--- src/rtl/lfp_pkg.sv ---
package lfp_pkg;

   localparam int NUM_SENSORS = 8;
   localparam int SENSOR_W    = 16;
   localparam int WEIGHT_W    = 8;
   localparam int WSUM_W      = 11;  // eight Q4.4 weights summed
   localparam int CNT_W       = 4;   // holds 0..NUM_SENSORS
   localparam int QUO_W       = 15;  // |sum * 16| <= 16384
   localparam int OPND_W      = 17;
   localparam int PROD_W      = 2 * OPND_W;
   localparam int ACC_W       = PROD_W + 2;

   localparam logic [3:0] DIV_STEPS = 4'(QUO_W);
   localparam logic [3:0] MAC_STEPS = 4'd3;

   // Q8.8 error thresholds: 0.6, 1.5, 3.0
   localparam logic [QUO_W-1:0] DEAD_ZONE = 15'd153;
   localparam logic [QUO_W-1:0] ERR_MID   = 15'd384;
   localparam logic [QUO_W-1:0] ERR_HI    = 15'd768;

   // Q8.8 integral limits: 20, 50, 80
   localparam logic signed [OPND_W-1:0] INTEG_LIM_LO  = 17'sd5120;
   localparam logic signed [OPND_W-1:0] INTEG_LIM_MID = 17'sd12800;
   localparam logic signed [OPND_W-1:0] INTEG_LIM_HI  = 17'sd20480;

   typedef enum logic [2:0] {
      CSR_PROP_GAIN       = 3'd0,
      CSR_INTEG_GAIN      = 3'd1,
      CSR_DERIV_GAIN      = 3'd2,
      CSR_CRUISE_SPEED    = 3'd3,
      CSR_SPEED_CAP       = 3'd4,
      CSR_LINE_LEVEL      = 3'd5,
      CSR_CHANNEL_WEIGHTS = 3'd6
   } csr_index_type;

   typedef enum logic [1:0] {
      ALU_IDLE     = 2'd0,
      ALU_DIV_LOAD = 2'd1,
      ALU_DIV_STEP = 2'd2,
      ALU_MUL      = 2'd3
   } alu_op_type;

   typedef struct packed {
      alu_op_type                 op;
      logic signed [OPND_W-1:0]   opa;
      logic signed [OPND_W-1:0]   opb;
      logic [CNT_W-1:0]           divisor;
   } alu_cmd_type;

   typedef struct packed {
      logic                       differ;
      logic [CNT_W-1:0]           count;
      logic signed [WSUM_W-1:0]   wsum;
   } frame_info_type;

endpackage

--- src/rtl/lfp_frame.sv ---
module lfp_frame #(
   parameter int NUM_CHANNELS = 8
) (
   input  logic [lfp_pkg::NUM_SENSORS-1:0][lfp_pkg::SENSOR_W-1:0] sensors,
   input  logic [lfp_pkg::SENSOR_W-1:0]                           line_level,
   input  logic [lfp_pkg::NUM_SENSORS*lfp_pkg::WEIGHT_W-1:0]      weights,
   output lfp_pkg::frame_info_type                                info
);

   logic                                 differ;
   logic [lfp_pkg::CNT_W-1:0]            count;
   logic signed [lfp_pkg::WSUM_W-1:0]    wsum;
   logic [lfp_pkg::WEIGHT_W-1:0]         w;

   always_comb begin
      differ = 1'b0;
      count  = '0;
      wsum   = '0;
      w      = '0;
      for (int i = 0; i < NUM_CHANNELS; i++) begin
         if (i > 0 && sensors[i] != sensors[0]) begin
            differ = 1'b1;
         end
         if (sensors[i] == line_level) begin
            w     = weights[i*lfp_pkg::WEIGHT_W +: lfp_pkg::WEIGHT_W];
            count = count + 4'd1;
            wsum  = wsum + $signed({{(lfp_pkg::WSUM_W-lfp_pkg::WEIGHT_W){w[7]}}, w});
         end
      end
      info.differ = differ;
      info.count  = count;
      info.wsum   = wsum;
   end

endmodule

--- src/rtl/lfp_alu.sv ---
module lfp_alu (
   input  logic                                 clock,
   input  lfp_pkg::alu_cmd_type                 cmd,
   output logic [lfp_pkg::QUO_W-1:0]            quotient,
   output logic signed [lfp_pkg::PROD_W-1:0]    product
);

   logic [lfp_pkg::CNT_W-1:0]           rem_ff, rem_in;
   logic [lfp_pkg::QUO_W-1:0]           quo_ff, quo_in;
   logic signed [lfp_pkg::PROD_W-1:0]   prod_ff, prod_in;
   logic [lfp_pkg::CNT_W:0]             trial;
   logic [lfp_pkg::CNT_W:0]             diff;
   logic                                fits;

   // one restoring division step: bring down the next dividend bit
   assign trial = {rem_ff, quo_ff[lfp_pkg::QUO_W-1]};
   assign diff  = trial - {1'b0, cmd.divisor};
   assign fits  = trial >= {1'b0, cmd.divisor};

   always_comb begin
      rem_in  = rem_ff;
      quo_in  = quo_ff;
      prod_in = prod_ff;
      unique case (cmd.op)
         lfp_pkg::ALU_IDLE: begin
         end
         lfp_pkg::ALU_DIV_LOAD: begin
            rem_in = '0;
            quo_in = cmd.opa[lfp_pkg::QUO_W-1:0];
         end
         lfp_pkg::ALU_DIV_STEP: begin
            rem_in = fits ? diff[lfp_pkg::CNT_W-1:0] : trial[lfp_pkg::CNT_W-1:0];
            quo_in = {quo_ff[lfp_pkg::QUO_W-2:0], fits};
         end
         lfp_pkg::ALU_MUL: begin
            prod_in = cmd.opa * cmd.opb;
         end
         default: begin
         end
      endcase
   end

   always_ff @(posedge clock) begin
      rem_ff  <= rem_in;
      quo_ff  <= quo_in;
      prod_ff <= prod_in;
   end

   assign quotient = quo_ff;
   assign product  = prod_ff;

endmodule

--- src/rtl/line_follow_pid_steering.sv ---
// channel | ports                          | direction | handshake
// req     | req_sensor_0 .. req_sensor_7   | in        | req_valid / req_ready
// rsp     | rsp_left_wheel, rsp_right_wheel| out       | rsp_valid / rsp_ready
//         | rsp_held_stopped               |           |
// csr     | csr_index, csr_wr_data         | in        | csr_wr_en, no wait
//
// A locked frame with all readings equal goes from S_SCAN straight to S_OUT.
// Otherwise the shared unit divides one quotient bit per cycle in S_DIV, which is
// skipped when no channel is on the line, and does its three multiplies in S_MAC.
// One request is in flight at a time; req_ready returns once the result is taken.
// The result sits in the output register until rsp_ready.
// Synchronous reset locks the block and clears integral, previous error and CSRs.
module line_follow_pid_steering #(
   parameter int NUM_CHANNELS = 8
) (
   input  logic                clock,
   input  logic                reset,

   input  logic                req_valid,
   output logic                req_ready,
   input  logic [15:0]         req_sensor_0,
   input  logic [15:0]         req_sensor_1,
   input  logic [15:0]         req_sensor_2,
   input  logic [15:0]         req_sensor_3,
   input  logic [15:0]         req_sensor_4,
   input  logic [15:0]         req_sensor_5,
   input  logic [15:0]         req_sensor_6,
   input  logic [15:0]         req_sensor_7,

   output logic                rsp_valid,
   input  logic                rsp_ready,
   output logic signed [15:0]  rsp_left_wheel,
   output logic signed [15:0]  rsp_right_wheel,
   output logic                rsp_held_stopped,

   input  logic                csr_wr_en,
   input  logic [2:0]          csr_index,
   input  logic [63:0]         csr_wr_data
);

   typedef enum logic [8:0] {
      S_IDLE  = 9'b000000001,
      S_SCAN  = 9'b000000010,
      S_DIV   = 9'b000000100,
      S_POST  = 9'b000001000,
      S_INTEG = 9'b000010000,
      S_MAC   = 9'b000100000,
      S_FIN   = 9'b001000000,
      S_CLAMP = 9'b010000000,
      S_OUT   = 9'b100000000
   } state_type;

   // control and architectural state
   state_type           state_ff, state_in;
   logic                lock_ff, lock_in;
   logic signed [15:0]  integ_ff, integ_in;
   logic signed [15:0]  prev_ff, prev_in;
   logic [3:0]          step_ff, step_in;
   logic [15:0]         prop_gain_ff, prop_gain_in;
   logic [15:0]         integ_gain_ff, integ_gain_in;
   logic [15:0]         deriv_gain_ff, deriv_gain_in;
   logic signed [15:0]  cruise_ff, cruise_in;
   logic [14:0]         speed_cap_ff, speed_cap_in;
   logic [15:0]         line_level_ff, line_level_in;
   logic [63:0]         weights_ff, weights_in;

   // datapath registers
   logic [lfp_pkg::NUM_SENSORS-1:0][lfp_pkg::SENSOR_W-1:0] sensor_ff, sensor_in;
   logic [lfp_pkg::CNT_W-1:0]          count_ff, count_in;
   logic                               neg_ff, neg_in;
   logic signed [15:0]                 err_ff, err_in;
   logic [lfp_pkg::QUO_W-1:0]          mag_ff, mag_in;
   logic signed [16:0]                 deriv_ff, deriv_in;
   logic signed [lfp_pkg::ACC_W-1:0]   acc_ff, acc_in;
   logic signed [20:0]                 pid_ff, pid_in;
   logic signed [15:0]                 left_ff, left_in;
   logic signed [15:0]                 right_ff, right_in;
   logic                               held_ff, held_in;

   lfp_pkg::frame_info_type            info;
   lfp_pkg::alu_cmd_type               cmd;
   logic [lfp_pkg::QUO_W-1:0]          quotient;
   logic signed [lfp_pkg::PROD_W-1:0]  product;

   // combinational temporaries
   logic signed [14:0]                 scaled;
   logic signed [15:0]                 scaled_ext;
   logic signed [15:0]                 err_raw;
   logic signed [15:0]                 err_abs;
   logic                               flip;
   logic signed [16:0]                 integ_sum;
   logic signed [16:0]                 integ_lim;
   logic signed [lfp_pkg::ACC_W-1:0]   acc_mag;
   logic [19:0]                        q_mag;
   logic signed [21:0]                 lsum;
   logic signed [21:0]                 rsum;

   function automatic logic signed [15:0] clamp_speed(input logic signed [21:0] v,
                                                      input logic [14:0] cap);
      logic signed [21:0] lim;
      lim = $signed({7'd0, cap});
      if (v > lim) begin
         return lim[15:0];
      end else if (v < -lim) begin
         return 16'(-lim);
      end
      return v[15:0];
   endfunction

   lfp_frame #(
      .NUM_CHANNELS(NUM_CHANNELS)
   ) u_frame (
      .sensors    (sensor_ff),
      .line_level (line_level_ff),
      .weights    (weights_ff),
      .info       (info)
   );

   lfp_alu u_alu (
      .clock    (clock),
      .cmd      (cmd),
      .quotient (quotient),
      .product  (product)
   );

   assign scaled     = {info.wsum, 4'b0000};
   assign scaled_ext = {scaled[14], scaled};

   // shared unit command
   always_comb begin
      cmd.op      = lfp_pkg::ALU_IDLE;
      cmd.opa     = '0;
      cmd.opb     = '0;
      cmd.divisor = count_ff;
      unique case (state_ff)
         S_SCAN: begin
            cmd.op  = lfp_pkg::ALU_DIV_LOAD;
            cmd.opa = {1'b0, (scaled_ext[15] ? -scaled_ext : scaled_ext)};
         end
         S_DIV: begin
            cmd.op = lfp_pkg::ALU_DIV_STEP;
         end
         S_MAC: begin
            priority if (step_ff == 4'd0) begin
               cmd.op  = lfp_pkg::ALU_MUL;
               cmd.opa = $signed({1'b0, prop_gain_ff});
               cmd.opb = {err_ff[15], err_ff};
            end else if (step_ff == 4'd1) begin
               cmd.op  = lfp_pkg::ALU_MUL;
               cmd.opa = $signed({1'b0, integ_gain_ff});
               cmd.opb = {integ_ff[15], integ_ff};
            end else if (step_ff == 4'd2) begin
               cmd.op  = lfp_pkg::ALU_MUL;
               cmd.opa = $signed({1'b0, deriv_gain_ff});
               cmd.opb = deriv_ff;
            end else begin
               cmd.op = lfp_pkg::ALU_IDLE;
            end
         end
         default: begin
         end
      endcase
   end

   always_comb begin
      state_in      = state_ff;
      lock_in       = lock_ff;
      integ_in      = integ_ff;
      prev_in       = prev_ff;
      step_in       = step_ff;
      prop_gain_in  = prop_gain_ff;
      integ_gain_in = integ_gain_ff;
      deriv_gain_in = deriv_gain_ff;
      cruise_in     = cruise_ff;
      speed_cap_in  = speed_cap_ff;
      line_level_in = line_level_ff;
      weights_in    = weights_ff;
      sensor_in     = sensor_ff;
      count_in      = count_ff;
      neg_in        = neg_ff;
      err_in        = err_ff;
      mag_in        = mag_ff;
      deriv_in      = deriv_ff;
      acc_in        = acc_ff;
      pid_in        = pid_ff;
      left_in       = left_ff;
      right_in      = right_ff;
      held_in       = held_ff;

      err_raw   = neg_ff ? -$signed({1'b0, quotient}) : $signed({1'b0, quotient});
      if (count_ff == '0) begin
         err_raw = prev_ff;
      end
      err_abs   = err_raw[15] ? -err_raw : err_raw;
      flip      = (prev_ff > 16'sd0 && err_ff < 16'sd0) ||
                  (prev_ff < 16'sd0 && err_ff > 16'sd0);
      integ_sum = (flip ? 17'sd0 : {integ_ff[15], integ_ff}) + {err_ff[15], err_ff};
      integ_lim = (mag_ff > lfp_pkg::ERR_HI)  ? lfp_pkg::INTEG_LIM_HI  :
                  (mag_ff > lfp_pkg::ERR_MID) ? lfp_pkg::INTEG_LIM_MID :
                                                lfp_pkg::INTEG_LIM_LO;
      acc_mag   = acc_ff[lfp_pkg::ACC_W-1] ? -acc_ff : acc_ff;
      q_mag     = acc_mag[lfp_pkg::ACC_W-1:16];
      lsum      = {{6{cruise_ff[15]}}, cruise_ff} + {pid_ff[20], pid_ff};
      rsum      = {{6{cruise_ff[15]}}, cruise_ff} - {pid_ff[20], pid_ff};

      if (csr_wr_en) begin
         unique case (lfp_pkg::csr_index_type'(csr_index))
            lfp_pkg::CSR_PROP_GAIN:       prop_gain_in  = csr_wr_data[15:0];
            lfp_pkg::CSR_INTEG_GAIN:      integ_gain_in = csr_wr_data[15:0];
            lfp_pkg::CSR_DERIV_GAIN:      deriv_gain_in = csr_wr_data[15:0];
            lfp_pkg::CSR_CRUISE_SPEED:    cruise_in     = $signed(csr_wr_data[15:0]);
            lfp_pkg::CSR_SPEED_CAP:       speed_cap_in  = csr_wr_data[14:0];
            lfp_pkg::CSR_LINE_LEVEL:      line_level_in = csr_wr_data[15:0];
            lfp_pkg::CSR_CHANNEL_WEIGHTS: weights_in    = csr_wr_data;
            default: begin
            end
         endcase
      end

      unique case (state_ff)
         S_IDLE: begin
            if (req_valid) begin
               sensor_in = {req_sensor_7, req_sensor_6, req_sensor_5, req_sensor_4,
                            req_sensor_3, req_sensor_2, req_sensor_1, req_sensor_0};
               state_in  = S_SCAN;
            end
         end
         S_SCAN: begin
            count_in = info.count;
            neg_in   = info.wsum[lfp_pkg::WSUM_W-1];
            if (lock_ff && !info.differ) begin
               // hold the wheels, leave the loop state alone
               left_in  = '0;
               right_in = '0;
               held_in  = 1'b1;
               state_in = S_OUT;
            end else begin
               lock_in = 1'b0;
               held_in = 1'b0;
               step_in = '0;
               state_in = (info.count == '0) ? S_POST : S_DIV;
            end
         end
         S_DIV: begin
            step_in = step_ff + 4'd1;
            if (step_ff == lfp_pkg::DIV_STEPS - 4'd1) begin
               state_in = S_POST;
            end
         end
         S_POST: begin
            if (err_abs[14:0] <= lfp_pkg::DEAD_ZONE) begin
               err_in = '0;
               mag_in = '0;
            end else begin
               err_in = err_raw;
               mag_in = err_abs[14:0];
            end
            state_in = S_INTEG;
         end
         S_INTEG: begin
            if (integ_sum > integ_lim) begin
               integ_in = integ_lim[15:0];
            end else if (integ_sum < -integ_lim) begin
               integ_in = 16'(-integ_lim);
            end else begin
               integ_in = integ_sum[15:0];
            end
            deriv_in = {err_ff[15], err_ff} - {prev_ff[15], prev_ff};
            prev_in  = err_ff;
            acc_in   = '0;
            step_in  = '0;
            state_in = S_MAC;
         end
         S_MAC: begin
            // accumulate the product issued in the previous cycle
            step_in = step_ff + 4'd1;
            if (step_ff != 4'd0) begin
               acc_in = acc_ff + {{2{product[lfp_pkg::PROD_W-1]}}, product};
            end
            if (step_ff == lfp_pkg::MAC_STEPS) begin
               state_in = S_FIN;
            end
         end
         S_FIN: begin
            // truncate toward zero
            pid_in   = acc_ff[lfp_pkg::ACC_W-1] ? -$signed({1'b0, q_mag})
                                                 : $signed({1'b0, q_mag});
            state_in = S_CLAMP;
         end
         S_CLAMP: begin
            left_in  = clamp_speed(lsum, speed_cap_ff);
            right_in = clamp_speed(rsum, speed_cap_ff);
            state_in = S_OUT;
         end
         S_OUT: begin
            if (rsp_ready) begin
               state_in = S_IDLE;
            end
         end
         default: begin
            state_in = S_IDLE;
         end
      endcase
   end

   always_ff @(posedge clock) begin
      if (reset) begin
         state_ff      <= S_IDLE;
         lock_ff       <= 1'b1;
         integ_ff      <= '0;
         prev_ff       <= '0;
         step_ff       <= '0;
         prop_gain_ff  <= '0;
         integ_gain_ff <= '0;
         deriv_gain_ff <= '0;
         cruise_ff     <= '0;
         speed_cap_ff  <= '0;
         line_level_ff <= '0;
         weights_ff    <= '0;
      end else begin
         state_ff      <= state_in;
         lock_ff       <= lock_in;
         integ_ff      <= integ_in;
         prev_ff       <= prev_in;
         step_ff       <= step_in;
         prop_gain_ff  <= prop_gain_in;
         integ_gain_ff <= integ_gain_in;
         deriv_gain_ff <= deriv_gain_in;
         cruise_ff     <= cruise_in;
         speed_cap_ff  <= speed_cap_in;
         line_level_ff <= line_level_in;
         weights_ff    <= weights_in;
      end
   end

   always_ff @(posedge clock) begin
      sensor_ff <= sensor_in;
      count_ff  <= count_in;
      neg_ff    <= neg_in;
      err_ff    <= err_in;
      mag_ff    <= mag_in;
      deriv_ff  <= deriv_in;
      acc_ff    <= acc_in;
      pid_ff    <= pid_in;
      left_ff   <= left_in;
      right_ff  <= right_in;
      held_ff   <= held_in;
   end

   assign req_ready        = (state_ff == S_IDLE);
   assign rsp_valid        = (state_ff == S_OUT);
   assign rsp_left_wheel   = left_ff;
   assign rsp_right_wheel  = right_ff;
   assign rsp_held_stopped = held_ff;

   a_one_in_flight: assert property (@(posedge clock) disable iff (reset)
      !(req_ready && rsp_valid))
      else $error("request accepted while a response is pending");

   a_held_is_zero: assert property (@(posedge clock) disable iff (reset)
      rsp_valid && rsp_held_stopped |-> rsp_left_wheel == 16'sd0 &&
                                        rsp_right_wheel == 16'sd0 && lock_ff)
      else $error("held response with nonzero speed or while unlocked");

   a_lock_sticky: assert property (@(posedge clock) disable iff (reset)
      !lock_ff |=> !lock_ff)
      else $error("lock came back without reset");

   a_speed_capped: assert property (@(posedge clock) disable iff (reset)
      rsp_valid |-> $signed(rsp_left_wheel) <= $signed({1'b0, speed_cap_ff}) &&
                    $signed(rsp_left_wheel) >= -$signed({1'b0, speed_cap_ff}) &&
                    $signed(rsp_right_wheel) <= $signed({1'b0, speed_cap_ff}) &&
                    $signed(rsp_right_wheel) >= -$signed({1'b0, speed_cap_ff}))
      else $error("wheel speed beyond cap");

endmodule
--- config.mk ---
export PLATFORM = sky130hd
export DESIGN_NAME = line_follow_pid_steering
export DESIGN_NICKNAME = d
export VERILOG_FILES = /design/src/rtl/lfp_pkg.sv /design/src/rtl/lfp_frame.sv /design/src/rtl/lfp_alu.sv /design/src/rtl/line_follow_pid_steering.sv
export SDC_FILE = /design/constraint.sdc
export NUM_CORES = 2
export LEC_CHECK = 0
export BUFFER_PORTS_ARGS = -buffer_cell sky130_fd_sc_hd__buf_4
export CORE_MARGIN = 10
export CORE_UTILIZATION = 27
export CTS_BUF_LIST = sky130_fd_sc_hd__clkbuf_8
export DETAILED_ROUTE_END_ITERATION = 12
export GPL_TIMING_DRIVEN = 0
export SYNTH_ARGS = -nofsm -noshare
export SYNTH_HDL_FRONTEND = slang
export SYNTH_SLANG_ARGS = --single-unit
--- constraint.sdc ---
create_clock -name clock -period 29.6 [get_ports clock]
set_clock_uncertainty 0.2 [all_clocks]
set_input_delay 1.48 -clock clock [delete_from_list [all_inputs] [get_ports clock]]
set_output_delay 1.48 -clock clock [all_outputs]
set_load 0.005 [all_outputs]
==> metrics.md <==
| Metric | Value |
|---|---|
| Worst-Margin Slew | `1.31 ns` |
| Placed Area | `49800 um^2` |
| Status | `finished, final reports clean` |
| CP dominant cell by count | `fa_1` |
| CTS Root Cell | `clkbuf_8` |
| 1st-pass router iterations | `6` |
| ANT nets after route | `0` |
| Drt wl/cell | `between 15 and 20 um` |
| Total core area | `165000 um^2` |
| Comb pwr share | `about a tenth` |
| Initial core utilization | `27.2%` |
| YS warnings | `0` |
| Layout cells sized above 1 | `9.92%` |
| Max Cap Viol | `0` |
| Final setup viols | `0` |
| Seq pwr share | `47.4%` |
| I/O pin cnt | `roughly 240` |
| Yosys reg bits | `528` |
| Rel. slew slack | `12.2%` |
| # DRC | `0` |
| Vias in the first global route | `37800` |
| Net Sw Frac | `27.3%` |
| CP startpoint kind | `flip-flop` |
| Fin Hold WS | `0.255 ns` |
| Reg clk slew, reported paths | `0.06 ns` |
| Die ar. | `184000 um^2` |
| # fillers | `between 15000 and 20000` |
| Final Instance Area | `approximately 52000 um^2` |
| Seq/Total Area, Yosys | `30.6%` |
| Clk pwr share | `around 42%` |
| Die Y | `roughly 430 um` |
| Syn nets | `5949` |
| Hold Vio Cnt, Final | `0` |
| Post-DP HPWL | `121000 um` |
| Setup CP Type | `reg -> reg` |
| RSZ-0062 raised after global routing | `no` |
| Critical path fanouts, max | `10` |
| Footprint of the multi-input gates | `roughly 29000 um^2` |
| Post-Syn Area | `approximately 45000 um^2` |
| Min cycle time layout | `between 15 and 20 ns` |
| Synth async-reset ratio | `0%` |
| Register area | `between 10000 and 15000 um^2` |
| Max stage delay cell, worst path | `a2111oi_0` |
| CTS max path bufs | `3` |
| Initial antenna violation count | `12` |
| Layout Nets | `around 6300` |
| First-pass GRT wire length | `224000 um` |
| Total CTS buffers | `92` |
| Routability cong. | `0.948` |
| Row cnt | `between 100 and 150` |
| Post-CTS Setup Inserts | `0` |
| Global route overflow | `0` |
| Num Clock Sinks | `528` |
| Crit. End Element | `flip-flop` |
| Syn avg cell area | `8.80 um^2` |
| Final WL | `approximately 150000 um` |
| Cell area power density | `33.6 nW/um^2` |
| Final setup TNS | `0 ns` |
| Post_cts resized | `0` |
| Synthesized instance count | `~5000` |
| Post-route clock period utilization | `66.4%` |
| H-tree lvl count | `3` |
| Global Route Usage Sum | `15.4%` |
| Largest net degree at the start of global routing | `72` |
| Critical Path AT | `19.99 ns` |
| Final core occ | `31.4%` |
| Hold-fix buffers at CTS | `0` |
| Lkg Pwr | `21.4 nW` |
| Top FF cell, synth | `edfxtp_1` |
| Synth unique cells | `110` |
| Port buffer count | `233` |
| Max Slew Vio Count | `0` |
| Vias per cell | `5.01` |
| Largest stage delay on the critical path | `0.71 ns` |
| Switch Pwr | `0.475 mW` |
| Starting DRT DRC Count | `3348` |
| Max Clk Rate | `50.9 MHz` |
| Worst vdd ir | `a little over 30 uV` |
| Chip width | `429 um` |
| Total power | `~1.7 mW` |
| Worst Path Required | `between 20 and 30 ns` |
| Post-synth EDFFs | `323` |
| Int Pwr | `roughly 1.3 mW` |
| Area grow syn2layout | `15.1%` |
| Clock latency on the worst-skew pair | `0.82 ns` |
| Via Count | `between 30000 and 40000` |
| Min-Delay Path Class | `reg -> reg` |
| CTS tree | `built` |
==> worst paths after layout <==
check / start / end / slack [ns] / depth (start not counted)
max reg2reg: sensor_ff[13]$_DFFE_PP_ / u_alu.product[33]$_DFFE_PN_ / 9.96 / 72
min reg2reg: deriv_gain_ff[5]$_SDFFE_PP0P_ / deriv_gain_ff[5]$_SDFFE_PP0P_ / 0.26 / 2
max: sensor_ff[13]$_DFFE_PP_ / u_alu.product[33]$_DFFE_PN_ / 9.96 / 72
min: deriv_gain_ff[5]$_SDFFE_PP0P_ / deriv_gain_ff[5]$_SDFFE_PP0P_ / 0.26 / 2
==> cell type report <==
cell class	count	share of cell area, %
multi-input combinational	3926	55.3
clock inverter	60	0.941
buffer	202	1.67
sequential	528	26.6
clock buffer	114	3.02
tap	2189	5.28
timing repair buffer	248	3.72
antenna	8	0.0386
inverter	465	3.37
==> through the flow <==
step | worst slack [ns] | instances
finish | 9.96 | 7740
global route | 8.82 | 7740
CTS | 10.01 | 7730
detailed placement | 10.13 | 7556
global placement | 10.00 | 7543
floorplan | 13.50 | 5121
==> cells in the mapped netlist, drive strengths merged (11+ instances only) <==
library cell  count  area (um^2)
nand3            86          435
fa              222         4440
a31oi            37          238
nor3            110          556
or3              37          231
a21boi           16          124
and4             11         96.3
a2111oi          13          133
mux2             25          282
a211o            16          140
nor3b            12         90.1
and2             54          340
o21ai           164          825
clkbuf          141          529
xor2            183         1620
a21o             65          488
and3             29          181
dfxtp           205         4100
nand2           663         2490
o221ai           11         96.3
mux2i            36          360
o21bai           17          128
or4              12         90.1
nand4            57          369
a21oi           428         2140
o211ai           26          195
inv             464         1740
xnor2           200         1760
or2              25          156
nor2            487         1830
nor2b            56          350
buf              61          337
edfxtp          323         9700
nor4             60          440
ha              406         5080
o21a             40          300
a211oi           73          553
nand2b           63          402
o31ai            23          188
a22oi            32          240
==> registers in the layout, summed over array words and instances (netlist names), 17 cells and up <==
| register | count |
|---|---|
| pid_ff | 21 |
| sensor_ff | 128 |
| u_alu.product | 34 |
| weights_ff | 64 |
| deriv_ff | 17 |
| acc_ff | 36 |
==> placed cells by master (no fill, tap or decap), types with 25 or more instances in the layout <==
master and count:
mux2i_1 36, dfxtp_1 205, a21oi_1 428, a31oi_1 36
o211ai_1 26, nor2_1 486, clkbuf_1 141, nand4_1 55
a211oi_1 67, o21a_1 40, xor2_1 181, buf_2 33
ha_1 405, mux2_2 25, nand2b_1 61, xnor2_1 199
nor4_1 50, and2_1 50, edfxtp_1 323, nand3_1 85
or3_1 37, clkbuf_8 115, nor3_1 109, buf_4 257
nor2b_1 56, nand2_1 663, inv_1 482, o21ai_0 152
a21o_1 65, a22oi_1 32, fa_1 222, and3_1 29
==> kinds of logic (layout without fill, tap and decap cells) <==
kind of cell | count (synthesis) | count (layout) | share of synthesized area (%)
AO/OA/AOI/OAI | 1063 | 1063 | 15.0
XOR/XNOR | 386 | 386 | 7.64
buffers and inverters | 667 | 1089 | 5.80
multiplexers | 61 | 61 | 1.42
adder cells (fa/ha/maj) | 628 | 628 | 21.1
flip-flops | 528 | 528 | 30.6
other | 0 | 8 | 0
AND/OR/NAND/NOR | 1788 | 1788 | 18.4
==> power groups by stage <==
stage               Combinational, mW  Sequential (mW)  Clock (mW)
finish                          0.180            0.825       0.736
global route                    0.197            0.826       0.787
CTS                             0.178            0.824       0.751
detailed placement              0.177            0.840           0
global placement                0.172            0.843           0
floorplan                       0.108            0.830           0
==> critical path, delay by kind of cell, from the launching register on <==
kind / cells / cell delay (ns)
buffers and inverters: 11 / 1.88
adder cells (fa/ha/maj): 15 / 6.20
flip-flops: 1 / 0.33
AO/OA/AOI/OAI: 23 / 6.14
AND/OR/NAND/NOR: 16 / 3.04
XOR/XNOR: 7 / 1.61
==> routing by layer <==
layer,global-route usage [%],vias up,routed length (um)
met2,25.6,1299,68800
met4,5.23,2,4670
met5,0,-,13
met3,2.31,246,9790
met1,20.4,18700,64700
li1,-,18500,-
(Power assumes the default switching activity.)
